$ cat src/rtl/bsim_pkg.sv
// Package for the bank switch IRQ mapper: request types, address pages and codes.
`default_nettype none

package bsim_pkg;

    // Input request: one CPU cycle tick or one CPU write.
    typedef struct packed {
        logic        func;
        logic [15:0] cpu_address;
        logic [7:0]  write_data;
        logic [13:0] ppu_address;
    } t_in_req;

    // Result request: translated banks, mirroring and IRQ level.
    typedef struct packed {
        logic [1:0] prg_region;
        logic [7:0] prg_bank;
        logic [7:0] chr_bank;
        logic [1:0] mirror_mode;
        logic       irq_line;
    } t_out_req;

    // Request kinds.
    localparam logic FUNC_TICK  = 1'b0;
    localparam logic FUNC_WRITE = 1'b1;

    // Write pages, taken from address bits 15:12.
    localparam logic [3:0] PAGE_PRG0 = 4'h8;
    localparam logic [3:0] PAGE_CTRL = 4'h9;
    localparam logic [3:0] PAGE_PRG1 = 4'hA;
    localparam logic [3:0] PAGE_CHR  = 4'hB;

    // Control registers within the 0x9000 page, taken from address bits 2:0.
    localparam logic [2:0] CTRL_SWAP      = 3'd0;
    localparam logic [2:0] CTRL_MIRROR    = 3'd1;
    localparam logic [2:0] CTRL_IRQ_EN    = 3'd3;
    localparam logic [2:0] CTRL_IRQ_LOAD  = 3'd4;
    localparam logic [2:0] CTRL_RELOAD_HI = 3'd5;
    localparam logic [2:0] CTRL_RELOAD_LO = 3'd6;

    // CPU address region codes.
    localparam logic [1:0] REGION_NONE = 2'd0;
    localparam logic [1:0] REGION_WRAM = 2'd1;
    localparam logic [1:0] REGION_ROM  = 2'd2;

    // Mirroring codes.
    localparam logic [1:0] MIRROR_VERT   = 2'd0;
    localparam logic [1:0] MIRROR_HORIZ  = 2'd1;
    localparam logic [1:0] MIRROR_SINGLE = 2'd2;

    // Fixed program banks: second last at 0xC000 (0x8000 in swap mode), last at 0xE000.
    localparam logic [7:0] BANK_SECOND_LAST = 8'hFE;
    localparam logic [7:0] BANK_LAST        = 8'hFF;

    // Region boundaries on CPU address bits 15:13.
    localparam logic [2:0] WRAM_TOP3 = 3'b011;

endpackage

`default_nettype wire

$ cat src/rtl/bank_switch_irq_mapper.sv
// Bank switch mapper with a CPU cycle IRQ counter, one request per cycle while o_in_stall is low.
// A result is registered in the result register, or in the skid register while the result register is stalled.
// Throughput: one request per cycle while o_in_stall is low; state update and translation are one combinational pass.
// A two-entry output stage (result register plus skid register) lets a request
// be accepted while a result is still stalled; o_in_stall rises when both are full.
// Reset (synchronous, active low) restores the power-on banks and clears the IRQ logic.
`default_nettype none

module bank_switch_irq_mapper (
    input  wire logic              i_clk,
    input  wire logic              i_rst_n,
    input  wire logic              i_in_valid,
    output logic                   o_in_stall,
    input  wire bsim_pkg::t_in_req i_in_req,
    output logic                   o_out_valid,
    input  wire logic              i_out_stall,
    output bsim_pkg::t_out_req     o_out_res
);
    import bsim_pkg::*;

    // Mapper state.
    logic [7:0]  r_prg_bank [2];
    logic [7:0]  r_chr_bank [8];
    logic        r_prg_swap;
    logic [1:0]  r_mirror_bits;
    logic        r_irq_enabled;
    logic [15:0] r_irq_counter;
    logic [15:0] r_irq_reload;
    logic        r_irq_delay;
    logic        r_irq_pending;

    logic [7:0]  n_prg_bank [2];
    logic [7:0]  n_chr_bank [8];
    logic        n_prg_swap;
    logic [1:0]  n_mirror_bits;
    logic        n_irq_enabled;
    logic [15:0] n_irq_counter;
    logic [15:0] n_irq_reload;
    logic        n_irq_delay;
    logic        n_irq_pending;

    // Output stage.
    logic     r_out_valid;
    t_out_req r_out_res;
    logic     r_skid_valid;
    t_out_req r_skid_res;

    logic     in_accept;
    logic     out_take;
    t_out_req n_res;
    logic [3:0] wr_page;
    logic [2:0] wr_sel;
    logic [1:0] prg_slot;

    assign o_in_stall  = r_skid_valid;
    assign in_accept   = i_in_valid && !r_skid_valid;
    assign out_take    = r_out_valid && !i_out_stall;
    assign o_out_valid = r_out_valid;
    assign o_out_res   = r_out_res;

    assign wr_page = i_in_req.cpu_address[15:12];
    assign wr_sel  = i_in_req.cpu_address[2:0];

    // Next state: either a counter tick or a register write.
    always_comb begin
        n_prg_bank    = r_prg_bank;
        n_chr_bank    = r_chr_bank;
        n_prg_swap    = r_prg_swap;
        n_mirror_bits = r_mirror_bits;
        n_irq_enabled = r_irq_enabled;
        n_irq_counter = r_irq_counter;
        n_irq_reload  = r_irq_reload;
        n_irq_delay   = r_irq_delay;
        n_irq_pending = r_irq_pending;
        if (i_in_req.func == FUNC_TICK) begin
            // The delayed IRQ asserts on the tick after the one on which the counter hits zero.
            if (r_irq_delay) begin
                n_irq_delay   = 1'b0;
                n_irq_pending = 1'b1;
            end
            if (r_irq_enabled && (r_irq_counter != 16'd0)) begin
                n_irq_counter = r_irq_counter - 16'd1;
                if (r_irq_counter == 16'd1) begin
                    n_irq_enabled = 1'b0;
                    n_irq_delay   = 1'b1;
                end
            end
        end else begin
            case (wr_page)
                PAGE_PRG0: n_prg_bank[0] = i_in_req.write_data;
                PAGE_PRG1: n_prg_bank[1] = i_in_req.write_data;
                PAGE_CHR:  n_chr_bank[wr_sel] = i_in_req.write_data;
                PAGE_CTRL: begin
                    case (wr_sel)
                        CTRL_SWAP:   n_prg_swap = i_in_req.write_data[7];
                        CTRL_MIRROR: n_mirror_bits = i_in_req.write_data[7:6];
                        CTRL_IRQ_EN: begin
                            n_irq_enabled = i_in_req.write_data[7];
                            n_irq_pending = 1'b0;
                        end
                        CTRL_IRQ_LOAD: begin
                            n_irq_counter = r_irq_reload;
                            n_irq_pending = 1'b0;
                        end
                        CTRL_RELOAD_HI: n_irq_reload[15:8] = i_in_req.write_data;
                        CTRL_RELOAD_LO: n_irq_reload[7:0]  = i_in_req.write_data;
                        default: ;
                    endcase
                end
                default: ;
            endcase
        end
    end

    // Result from the state after the step.
    always_comb begin
        prg_slot = i_in_req.cpu_address[14:13];
        if (n_prg_swap && !prg_slot[0]) begin
            prg_slot[1] = ~prg_slot[1];
        end
        if (!i_in_req.cpu_address[15] && (i_in_req.cpu_address[15:13] < WRAM_TOP3)) begin
            n_res.prg_region = REGION_NONE;
            n_res.prg_bank   = 8'd0;
        end else if (!i_in_req.cpu_address[15]) begin
            n_res.prg_region = REGION_WRAM;
            n_res.prg_bank   = 8'd0;
        end else begin
            n_res.prg_region = REGION_ROM;
            case (prg_slot)
                2'd0:    n_res.prg_bank = n_prg_bank[0];
                2'd1:    n_res.prg_bank = n_prg_bank[1];
                2'd2:    n_res.prg_bank = BANK_SECOND_LAST;
                default: n_res.prg_bank = BANK_LAST;
            endcase
        end
        if (i_in_req.ppu_address[13]) begin
            n_res.chr_bank = 8'd0;
        end else begin
            n_res.chr_bank = n_chr_bank[i_in_req.ppu_address[12:10]];
        end
        case (n_mirror_bits)
            2'd0:    n_res.mirror_mode = MIRROR_VERT;
            2'd2:    n_res.mirror_mode = MIRROR_HORIZ;
            default: n_res.mirror_mode = MIRROR_SINGLE;
        endcase
        n_res.irq_line = n_irq_pending;
    end

    // State registers.
    always_ff @(posedge i_clk) begin
        if (!i_rst_n) begin
            r_prg_bank[0] <= 8'd0;
            r_prg_bank[1] <= 8'd1;
            for (int i = 0; i < 8; i++) begin
                r_chr_bank[i] <= 8'(i);
            end
            r_prg_swap    <= 1'b0;
            r_mirror_bits <= 2'd0;
            r_irq_enabled <= 1'b0;
            r_irq_counter <= 16'd0;
            r_irq_reload  <= 16'd0;
            r_irq_delay   <= 1'b0;
            r_irq_pending <= 1'b0;
        end else if (in_accept) begin
            r_prg_bank    <= n_prg_bank;
            r_chr_bank    <= n_chr_bank;
            r_prg_swap    <= n_prg_swap;
            r_mirror_bits <= n_mirror_bits;
            r_irq_enabled <= n_irq_enabled;
            r_irq_counter <= n_irq_counter;
            r_irq_reload  <= n_irq_reload;
            r_irq_delay   <= n_irq_delay;
            r_irq_pending <= n_irq_pending;
        end
    end

    // Output register and skid register.
    always_ff @(posedge i_clk) begin
        if (!i_rst_n) begin
            r_out_valid  <= 1'b0;
            r_skid_valid <= 1'b0;
        end else begin
            if (!r_out_valid || out_take) begin
                if (r_skid_valid) begin
                    r_out_valid  <= 1'b1;
                    r_skid_valid <= 1'b0;
                end else begin
                    r_out_valid <= in_accept;
                end
            end else if (in_accept) begin
                r_skid_valid <= 1'b1;
            end
        end
    end

    // Payload of the output stage.
    always_ff @(posedge i_clk) begin
        if (!r_out_valid || out_take) begin
            if (r_skid_valid) begin
                r_out_res <= r_skid_res;
            end else if (in_accept) begin
                r_out_res <= n_res;
            end
        end else if (in_accept) begin
            r_skid_res <= n_res;
        end
    end

endmodule

`default_nettype wire

$ cat config.mk
export PLATFORM = sky130hd
export DESIGN_NAME = bank_switch_irq_mapper
export DESIGN_NICKNAME = d
export VERILOG_FILES = /design/src/rtl/bsim_pkg.sv /design/src/rtl/bank_switch_irq_mapper.sv
export SDC_FILE = /design/constraint.sdc
export NUM_CORES = 1
export LEC_CHECK = 0
export BUFFER_PORTS_ARGS = -buffer_cell sky130_fd_sc_hd__clkbuf_2
export CAP_MARGIN = 0
export CORE_MARGIN = 3
export CORE_UTILIZATION = 50
export DETAILED_ROUTE_END_ITERATION = 7
export PLACE_DENSITY = 0.68
export SKIP_LAST_GASP = 1
export SLEW_MARGIN = 40
export SYNTH_ARGS = -nofsm -noshare
export SYNTH_HDL_FRONTEND = slang
export SYNTH_SLANG_ARGS = --single-unit
$ cat constraint.sdc
create_clock -name i_clk -period 5.4 [get_ports i_clk]
set_input_delay 0.54 -clock i_clk [delete_from_list [all_inputs] [get_ports i_clk]]
set_output_delay 0.54 -clock i_clk [all_outputs]
set_load 0.05 [all_outputs]
==> Word level (Yosys, flattened, before mapping) <==
Cells that the tools add are included.
{ "word_totals": {"reg_bits": 162, "out_inout_bits": 23, "wordCells": 126, "in_bits": 43} }
{ "classes": {"n_mux": 41, "eq_ne": 16, "reduce_logical": 28, "n_addsub": 1, "order_cmp": 4, "bitwise": 6} }
{ "ops": {"columns": ["op", "count"], "rows": [
  ["2-to-1 mux 64 bit", 2],
  ["2-to-1 mux 16 bit", 5],
  ["bitwise mux 64 bit", 1],
  ["2-to-1 mux 8 bit", 6],
  ["2-to-1 mux 21 bit", 2],
  ["binary-select mux 8 bit (select 3 bit)", 1],
  ["demux 8 bit (select 3 bit)", 1],
  ["one-hot mux 8 bit (3 select lines)", 1],
  ["2-to-1 mux 10 bit", 2],
  ["== test 16 x 1 -> 1 bit (second input constant)", 1],
  ["== test 4 bit (second input constant)", 4],
  ["2-to-1 mux 1 bit", 16],
  ["nonzero test 16 bit", 1],
  ["subtractor 16 x 1 -> 16 bit (second input constant)", 1],
  ["AND reduction 4 bit", 3],
  ["== test 3 bit (second input constant)", 3],
  [">= comparator 4 bit (second input constant)", 2],
  ["inverter 3 -> 4 bit", 2],
  ["logical AND 1 bit", 6],
  ["2-to-1 mux 2 bit", 3],
  ["!= test 2 x 1 -> 1 bit (second input constant)", 3],
  ["AND reduction 2 bit", 3],
  ["nonzero test 2 bit", 3],
  ["zero test 1 bit", 5],
  ["13 further kinds", 19]
]} }

==> Depth between registers and ports, before layout <==
Gate-level depths: netlist of the first run.
{ "depth": {"word_depth": 14, "ltp_mapped": 9, "mapped_depth_nobuf": 7} }

==> Worst setup path before layout of the first run <==
OpenSTA, ideal clock, no wires.
{ "synth_timing": {"path_type": "register to register", "startpoint": "register r_skid_valid (netlist: o_in_stall)", "endpoint": "register r_out_res, in the netlist o_out_res[0], enable pin", "t_arrival_ps": 2340, "path_buffers": 2, "synth_period_minus_slack_ps": 2746, "required_ps": 4994, "setup_ps": 406, "path_stages_with_launch": 5, "slack_ps": 2654, "path_cell_list": "dfxtp_1 > clkbuf_1 > clkbuf_1 > nor2_1 > a21oi_1"} }
{ "synth_via": {"elab_chain_len": 4} }
{ "synth_rtl": {"columns": ["element", "line", "rtl"], "rows": [
  ["start, declared", "bank_switch_irq_mapper.sv:45", "logic r_skid_valid;"],
  ["start signal, assigned", "bank_switch_irq_mapper.sv:181", "r_skid_valid <= 1'b0;"],
  ["start signal, assigned", "bank_switch_irq_mapper.sv:186", "r_skid_valid <= 1'b0;"],
  ["start signal, assigned", "bank_switch_irq_mapper.sv:191", "r_skid_valid <= 1'b1;"],
  ["zero test 1 bit", "bank_switch_irq_mapper.sv:56", "assign in_accept = i_in_valid && !r_skid_valid;"],
  ["logical AND 1 bit", "bank_switch_irq_mapper.sv:56", null],
  ["nonzero test 2 bit (no line) *", null, null],
  ["AND reduction 2 bit (no line) *", null, null],
  ["end signal, assigned", "bank_switch_irq_mapper.sv:200", "r_out_res <= r_skid_res;"],
  ["end signal, assigned", "bank_switch_irq_mapper.sv:202", "r_out_res <= n_res;"],
  ["end, declared", "bank_switch_irq_mapper.sv:44", "t_out_req r_out_res;"]
]} }
Every way passes the cells marked *; elsewhere a longest branch is shown, timed or not.
A chain may end at the register's enable or synchronous reset.

==> Worst setup path after layout of the first run <==
{ "layout_timing": {"startpoint": "input port i_in_req[38] in the netlist's numbering", "endpoint": "register r_out_res, in the netlist o_out_res[6], data pin"} }
{ "layout_via": {"elab_chain_len": 7} }
{ "layout_rtl": {"columns": ["element", "line", "rtl"], "rows": [
  ["start, declared", "bank_switch_irq_mapper.sv:14", "input wire bsim_pkg::t_in_req i_in_req,"],
  ["2-to-1 mux 64 bit", "bank_switch_irq_mapper.sv:75", "if (i_in_req.func == FUNC_TICK) begin"],
  ["binary-select mux 8 bit (select 3 bit)", "bank_switch_irq_mapper.sv:139", "n_res.chr_bank = n_chr_bank[i_in_req.ppu_address[12:10]];"],
  ["2-to-1 mux 8 bit (implied by the code) (2 in a row)", "bank_switch_irq_mapper.sv:139", null],
  ["2-to-1 mux 8 bit", "bank_switch_irq_mapper.sv:136", "if (i_in_req.ppu_address[13]) begin"],
  ["2-to-1 mux 21 bit", "bank_switch_irq_mapper.sv:201", "end else if (in_accept) begin"],
  ["2-to-1 mux 21 bit", "bank_switch_irq_mapper.sv:199", "if (r_skid_valid) begin"]
]} }
Every way passes these cells. The select of a mux whose other input is x is not followed.

==> results of run 1 <==
-- routing by layer --
metal	global-route usage, %	routed length [um]
met1	33.3	9900
met2	36.1	9750
met3	4.23	1370
met4	10.1	632
met5	0	12
-- registers in the layout, indices dropped and copies added (netlist names) --
| signal | flops |
|---|---|
| r_skid_res | 21 |
| o_out_res | 21 |
| r_prg_swap | 1 |
| o_out_valid | 1 |
| r_irq_pending | 1 |
| r_irq_reload | 16 |
| o_in_stall | 1 |
| r_irq_counter | 16 |
| r_irq_delay | 1 |
| r_irq_enabled | 1 |
| r_mirror_bits | 2 |
| r_prg_bank | 16 |
| r_chr_bank | 64 |
-- metrics by stage --
| step | hold slack [ns] | util (%) | area [um^2] | setup WS [ns] |
|---|---|---|---|---|
| after floorplan | 0.428 | - | 8410 | 2.65 |
| after global placement | 0.438 | 53.0 | 8580 | 1.62 |
| after detailed placement | 0.443 | 53.2 | 8610 | 2.04 |
| after CTS | 0.452 | 56.9 | 9200 | 2.48 |
| after global routing | 0.469 | 57.0 | 9220 | 2.38 |
| final | 0.452 | 57.0 | 9220 | 2.42 |
-- cells by family (layout without fill, tap and decap cells) --
kind of cell | Yosys count | count (layout)
and+or+nand+nor | 357 | 357
AOI/OAI and AO/OA | 206 | 206
DFF | 162 | 162
muxes | 112 | 112
buffers and inverters | 94 | 88
adders and majority gates | 2 | 2
xor gates and xnor gates | 1 | 1
-- where the power goes --
group | internal [mW] | switching (mW)
clock | 0.723 | 0.502
sequential | 1.27 | 0.00583
combinational | 0.0599 | 0.196
total | 2.05 | 0.704
-- cell usage after synthesis, types with 5 or more instances --
master,instances
inv_1,5
nor4_1,13
mux2i_1,100
o21ai_0,40
o31ai_1,11
edfxtp_1,42
nor2_1,104
nor2b_1,5
nand3_1,36
o41ai_1,8
mux2_2,12
a211oi_1,9
nand2b_1,18
nand3b_1,5
a221oi_1,7
clkbuf_1,63
buf_2,21
nor3_1,21
o211ai_1,19
and3_1,7
nand4b_1,5
a21oi_1,72
nand4_1,14
dfxtp_1,120
nand2_1,86
a2111oi_0,8
-- cell type report --
type / count / area (um^2)
fill: 1439 / 6950
inverter: 7 / 28.8
timing repair buffer: 49 / 255
sequential: 162 / 3660
clock buffer: 21 / 472
clock inverter: 11 / 124
tap: 216 / 270
multi-input combinational: 678 / 4410
-- worst max path at each step --
stage / from / to / slack (ns)
floorplan: o_in_stall$_SDFFE_PP0P_ / o_out_res[0]$_DFFE_PP_ / 2.65
global placement: i_in_req[38] / o_out_res[5]$_DFFE_PP_ / 1.62
detailed placement: i_in_req[38] / o_out_res[5]$_DFFE_PP_ / 2.04
CTS: i_in_req[38] / o_out_res[5]$_DFFE_PP_ / 2.48
global route: i_in_req[38] / o_out_res[8]$_DFFE_PP_ / 2.38
finish: i_in_req[38] / o_out_res[6]$_DFFE_PP_ / 2.42
-- worst max-delay path, stage by stage --
cell and delay, ns:
clkbuf_4 0.48, nand4b_1 0.61, o21ai_0 0.37, a21oi_1 0.13, nor4_1 0.82, o31ai_1 0.15
==> qor.txt, run 1 <==
most frequent cells in the layout: dfxtp_1 (120), nor2_1 (103), mux2i_1 (100)
xor and xnor area share after synthesis: 0.104%
unrepaired setup endpoints after global routing: false
Simple-Gate Fraction of Synth Area: 22.2%
core area: 16,200 um^2
path depth of the worst reg2reg path: 6
Pre-antenna DRT Iters: 5
largest net degree at the start of global routing: 66
area leader, netlist: dfxtp_1
Final setup viols: 0
Die Span Y: 136 um
WP data arrival: 3.13 ns
TritonCTS clock tree: done
# IOs: 66
Setup TNS: 0 ns
max_cap viols: 0
capture point of the worst reg-to-reg path: r_irq_reload[1]$_SDFFE_PN0P_
largest family of logic cells by synthesized area: simple AND/OR/NAND/NOR gates
Synth cell types: 70
Fin. Hold Viols: 0
synth top area cells: dfxtp_1 (29%), edfxtp_1 (15%), mux2i_1 (12%)
Slew headroom: 36.4%
gr usage total: 23.7%
outcome: finished clean
ys async rst share: 0%
# rows: 46
worst skew pair latency: 0.43 ns
first-pass GRT wire length: 34,400 um
area growth from synthesis to layout: 9.62%
worst vdd ir: 0.249 mV
Iter 0 DRT Violations: 706
Detail Placement HPWL: 14,100 um
Slew @ Worst Pin: 0.946 ns
Final Power: 2.76 mW
Clock Sinks: 162
NumNets Final: 960
vias in the first global route: 6,521
flop2flop setup slack: 2.79 ns
flops & latches, synth: 162
Initial Util: 52.0%
Worst Hold Depth: 2
Final ANT Viol Nets: 0
CTS root buf: clkbuf_16
RR Startpoint: o_in_stall$_SDFFE_PP0P_
Hold Buf Count CTS: 0
Crit path required time: 5.55 ns
commonest non-fill, non-tap cell in the layout: dfxtp_1
fmax: 0.336 GHz
H-tree levels: 4
IO Port Bufs: 46
Netlist Area Pre-Place: 8410 um^2
DR WL/cell: 18.9 um
clock skew: 0.00855 ns
via count: 7,031
final std cells w/o fill: 1,144
number of synthesized flops with an enable pin: 42
PD cells: 299 nW/um^2
post-synthesis adder-cell area fraction: 0.297%
Setup crit start kind: primary input
Clock Pin Slew Worst Setup and Hold Paths: 0.06 ns
CP endpoint kind: flop
cell count after synthesis: 934
ant diodes: 0
net count after synthesis: 979
critical path class: primary input to flop
chip width: 136 um
placed instance count: 1,112
Final Max Tran Viols: 0
mux contribution to synthesized area: 13.5%
worst hold start: r_chr_bank[54]$_SDFFE_PN0P_
Inserted Clock Buffers: 17
Endpoint, Worst Hold: r_chr_bank[54]$_SDFFE_PN0P_
CTS Buffer Depth: 2
DR DRC count: 0
yosys warns: 0
vias per inst: 6.15
die area: 18,400 um^2
HP Class: flop to flop
CP max FO: 52
Yosys top cell area share: 28.6%
total grt overflow: 0
Tcrit/Tclk final: 55.2%
layout cell share with drive strength beyond 1: 12.5%
number of antenna violations at the first check in global routing: 1
GP Congestion: 0.865
Leakage: 3.74 nW
most used flip-flop cell after synthesis: dfxtp_1
Final Routed Wirelength: 21,700 um
post-synthesis compound-gate area fraction: 15.6%
Final Critical Period: 2.98 ns
Resized cells post-CTS: 0
postcts setup bufs: 0
sequential area share after synthesis: 43.5%
Avg Inst Size Synth: 9.01 um^2
No activity file was read; power rests on OpenSTA's default activity.
==> inputs of run 2 (changes only) <==
--- a/config.mk
+++ b/config.mk
@@ -5,6 +5,7 @@
 export SDC_FILE = /design/constraint.sdc
 export NUM_CORES = 1
 export LEC_CHECK = 0
+export ABC_AREA = 1
 export BUFFER_PORTS_ARGS = -buffer_cell sky130_fd_sc_hd__clkbuf_2
 export CAP_MARGIN = 0
 export CORE_MARGIN = 3
==> constraint.sdc (replaced) <==
create_clock -name i_clk -period 2.8 [get_ports i_clk]
set_input_delay 0.28 -clock i_clk [delete_from_list [all_inputs] [get_ports i_clk]]
set_output_delay 0.28 -clock i_clk [all_outputs]
set_load 0.05 [all_outputs]
==> run 2 against run 1 <==
  * Register-to-register slack worse by 2.1 ns
  * Setup slack worse by 1.7 ns
  * Count of clock-buffer cells in the layout is 1 higher
  * Critical path type is now flop to flop
  * Final area is 3.3% higher
  * Flip-flop and latch count stayed put
  * First-iteration DRC count is 12% higher
  * Utilization is 0.20 points higher
  * Via count is 13% higher
==> qor.txt, run 2 <==
Clock Sinks: 162
flops & latches, synth: 162
NumNets Final: 1,248
worst-path cell with the longest stage delay: dfxtp_1
vias per inst: 5.55
PD cells: 622 nW/um^2
Inserted Clock Buffers: 17
net count after synthesis: 1,231
Avg Inst Size Synth: 7.17 um^2
largest net degree at the start of global routing: 104
ys async rst share: 0%
area growth from synthesis to layout: 11.9%
Pre-antenna DRT Iters: 5
TritonCTS clock tree: done
post-layout util: 57.2%
Tcrit/Tclk final: 75.3%
fmax: 0.474 GHz
final std cells w/o fill: 1,438
Final Routed Wirelength: 22,400 um
Fin. Hold Viols: 0
top-count cell post-synth: nand2_1
gr usage total: 24.5%
first-pass GRT wire length: 36,100 um
CP endpoint kind: flop
most frequent cells in the layout: nand2_1 (250), nand3_1 (217), inv_1 (153)
clock skew: 0.00779 ns
HP Class: primary input to flop
xor and xnor area share after synthesis: 0.309%
post-synthesis adder-cell area fraction: 0.294%
area leader, netlist: dfxtp_1
layout cell share with drive strength beyond 1: 10.4%
worst skew pair latency: 0.43 ns
IO Port Bufs: 46
Iter 0 DRT Violations: 790
synth top area cells: dfxtp_1 (28%), edfxtp_1 (15%), nand3_1 (13%)
DR DRC count: 0
Netlist Area Pre-Place: 8510 um^2
worst hold start: i_in_valid
Crit path required time: 3.10 ns
crit-path max cell delay: 0.32 ns
WP data arrival: 2.41 ns
core area: 16,600 um^2
capture point of the worst reg-to-reg path: r_irq_counter[7]$_SDFFE_PN0P_
CTS Buffer Depth: 2
number of synthesized flops with an enable pin: 42
Hold Buf Count CTS: 0
outcome: finished clean
unrepaired setup endpoints after global routing: false
die area: 18,600 um^2
largest family of logic cells by synthesized area: simple AND/OR/NAND/NOR gates
flop2flop setup slack: 0.69 ns
yosys warns: 0
Setup crit start kind: flop
Final Power: 5.92 mW
Worst Hold Depth: 3
total grt overflow: 0
critical path class: flop to flop
crit path cell chain: inv_1 -> ha_1 -> nand2_1 -> nor2_2 -> a21boi_1 -> o21ai_4 -> inv_2 -> o21ai_0 -> a21oi_1
GP Congestion: 0.899
Final Max Tran Viols: 0
worst vdd ir: 0.495 mV
Slew headroom: 51.8%
postcts setup bufs: 0
number of antenna violations at the first check in global routing: 2
DR WL/cell: 15.6 um
CP max FO: 24
mux contribution to synthesized area: 0%
Commonest cells post-synth: nand2_1 (250), nand3_1 (217), inv_1 (153)
vias in the first global route: 7,094
Yosys top cell area share: 28.2%
placed instance count: 1,404
max reg flops: 64
Detail Placement HPWL: 14,400 um
max_cap viols: 0
H-tree levels: 4
CTS root buf: clkbuf_16
Simple-Gate Fraction of Synth Area: 29.5%
Clock Pin Slew Worst Setup and Hold Paths: 0.06 ns
Die Span Y: 136 um
Final Critical Period: 2.11 ns
# IOs: 66
commonest non-fill, non-tap cell in the layout: nand2_1
Final ANT Viol Nets: 0
Fin Hold WS: 0.154 ns
most used flip-flop cell after synthesis: dfxtp_1
via count: 7,977
Endpoint, Worst Hold: o_out_valid$_SDFFE_PN0P_
cell count after synthesis: 1,186
Setup TNS: 0 ns
Initial Util: 51.1%
sequential area share after synthesis: 43.1%
Leakage: 4.44 nW
Top reg by flops: r_chr_bank
RR Startpoint: r_irq_counter[0]$_SDFFE_PN0P_
Synth cell types: 39
chip width: 136 um
post-synthesis compound-gate area fraction: 16.2%
Resized cells post-CTS: 0
path depth of the worst reg2reg path: 9
Final setup viols: 0
# rows: 47
Slew @ Worst Pin: 0.723 ns
==> run 2: cell count changes in the layout (fill, tap and decap cells not counted), sizes merged, moves of 19 or more <==
cell / delta
o21ai: +38
inv: +150
nand2b: -19
nor2: -45
o211ai: +49
buf: +19
nand3: +180
mux2i: -100
nand2: +171
==> run 2: per-stage QoR <==
step | setup slack [ns] | area (um^2)
after global routing | 0.457 | 9520
after global placement | 0.418 | 8900
final | 0.692 | 9520
after CTS | 0.650 | 9520
after detailed placement | 0.421 | 8910
after floorplan | 0.198 | 8510
==> run 2: cell type report <==
| cell class | count | area, um^2 |
|---|---|---|
| fillers | 1572 | 7120 |
| multi-input cells | 792 | 3950 |
| flip-flops and latches | 162 | 3660 |
| inverters | 162 | 608 |
| clock buffers | 22 | 474 |
| repair buffers | 68 | 415 |
| well taps | 220 | 275 |
| clock inverters | 10 | 134 |
| diodes | 2 | 5.00 |
==> run 2: how the worst max path moves through the flow <==
stage                               endpoint  cells past startpoint                     startpoint  slack [ns]
5_1_grt        r_irq_counter[6]$_SDFFE_PN0P_                      9  r_irq_counter[0]$_SDFFE_PN0P_        0.46
3_5_place_dp          o_out_res[5]$_DFFE_PP_                     11                   i_in_req[37]        0.42
3_3_place_gp          o_out_res[5]$_DFFE_PP_                     11                   i_in_req[37]        0.42
4_1_cts        r_irq_counter[6]$_SDFFE_PN0P_                      9  r_irq_counter[0]$_SDFFE_PN0P_        0.65
2_1_floorplan         o_out_res[0]$_DFFE_PP_                      3        o_in_stall$_SDFFE_PP0P_        0.20
6_report       r_irq_counter[7]$_SDFFE_PN0P_                      9  r_irq_counter[0]$_SDFFE_PN0P_        0.69
==> run 2: cells by family after synthesis <==
logic type | count (synthesis)
xor+xnor | 3
buf+inv | 232
simple gates | 562
flops | 162
fa+ha+maj | 2
compound gates | 225
==> run 2: layer usage <==
layer,vias to the layer above,part of all wire [%],global-route usage [%]
li1,4052,-,-
met1,3624,47,34.4
met2,257,45,37.4
met3,44,5.7,4.18
met4,0,2.9,10.1
met5,-,0,0
==> run 2: power by group <==
| group | internal, mW | switching, mW | leakage [nW] |
|---|---|---|---|
| logic | 0.268 | 0.625 | 2.75 |
| registers | 2.55 | 0.0624 | 1.39 |
| clock network | 1.47 | 0.953 | 0.296 |
==> run 2: worst max-delay path, delay by kind of cell (launching register included) <==
kind	cells	cell delay, ns
AND/OR/NAND/NOR	2	0.36
adder cells (fa/ha/maj)	1	0.22
AO/OA/AOI/OAI	4	0.74
buffers and inverters	2	0.33
flip-flops	1	0.32
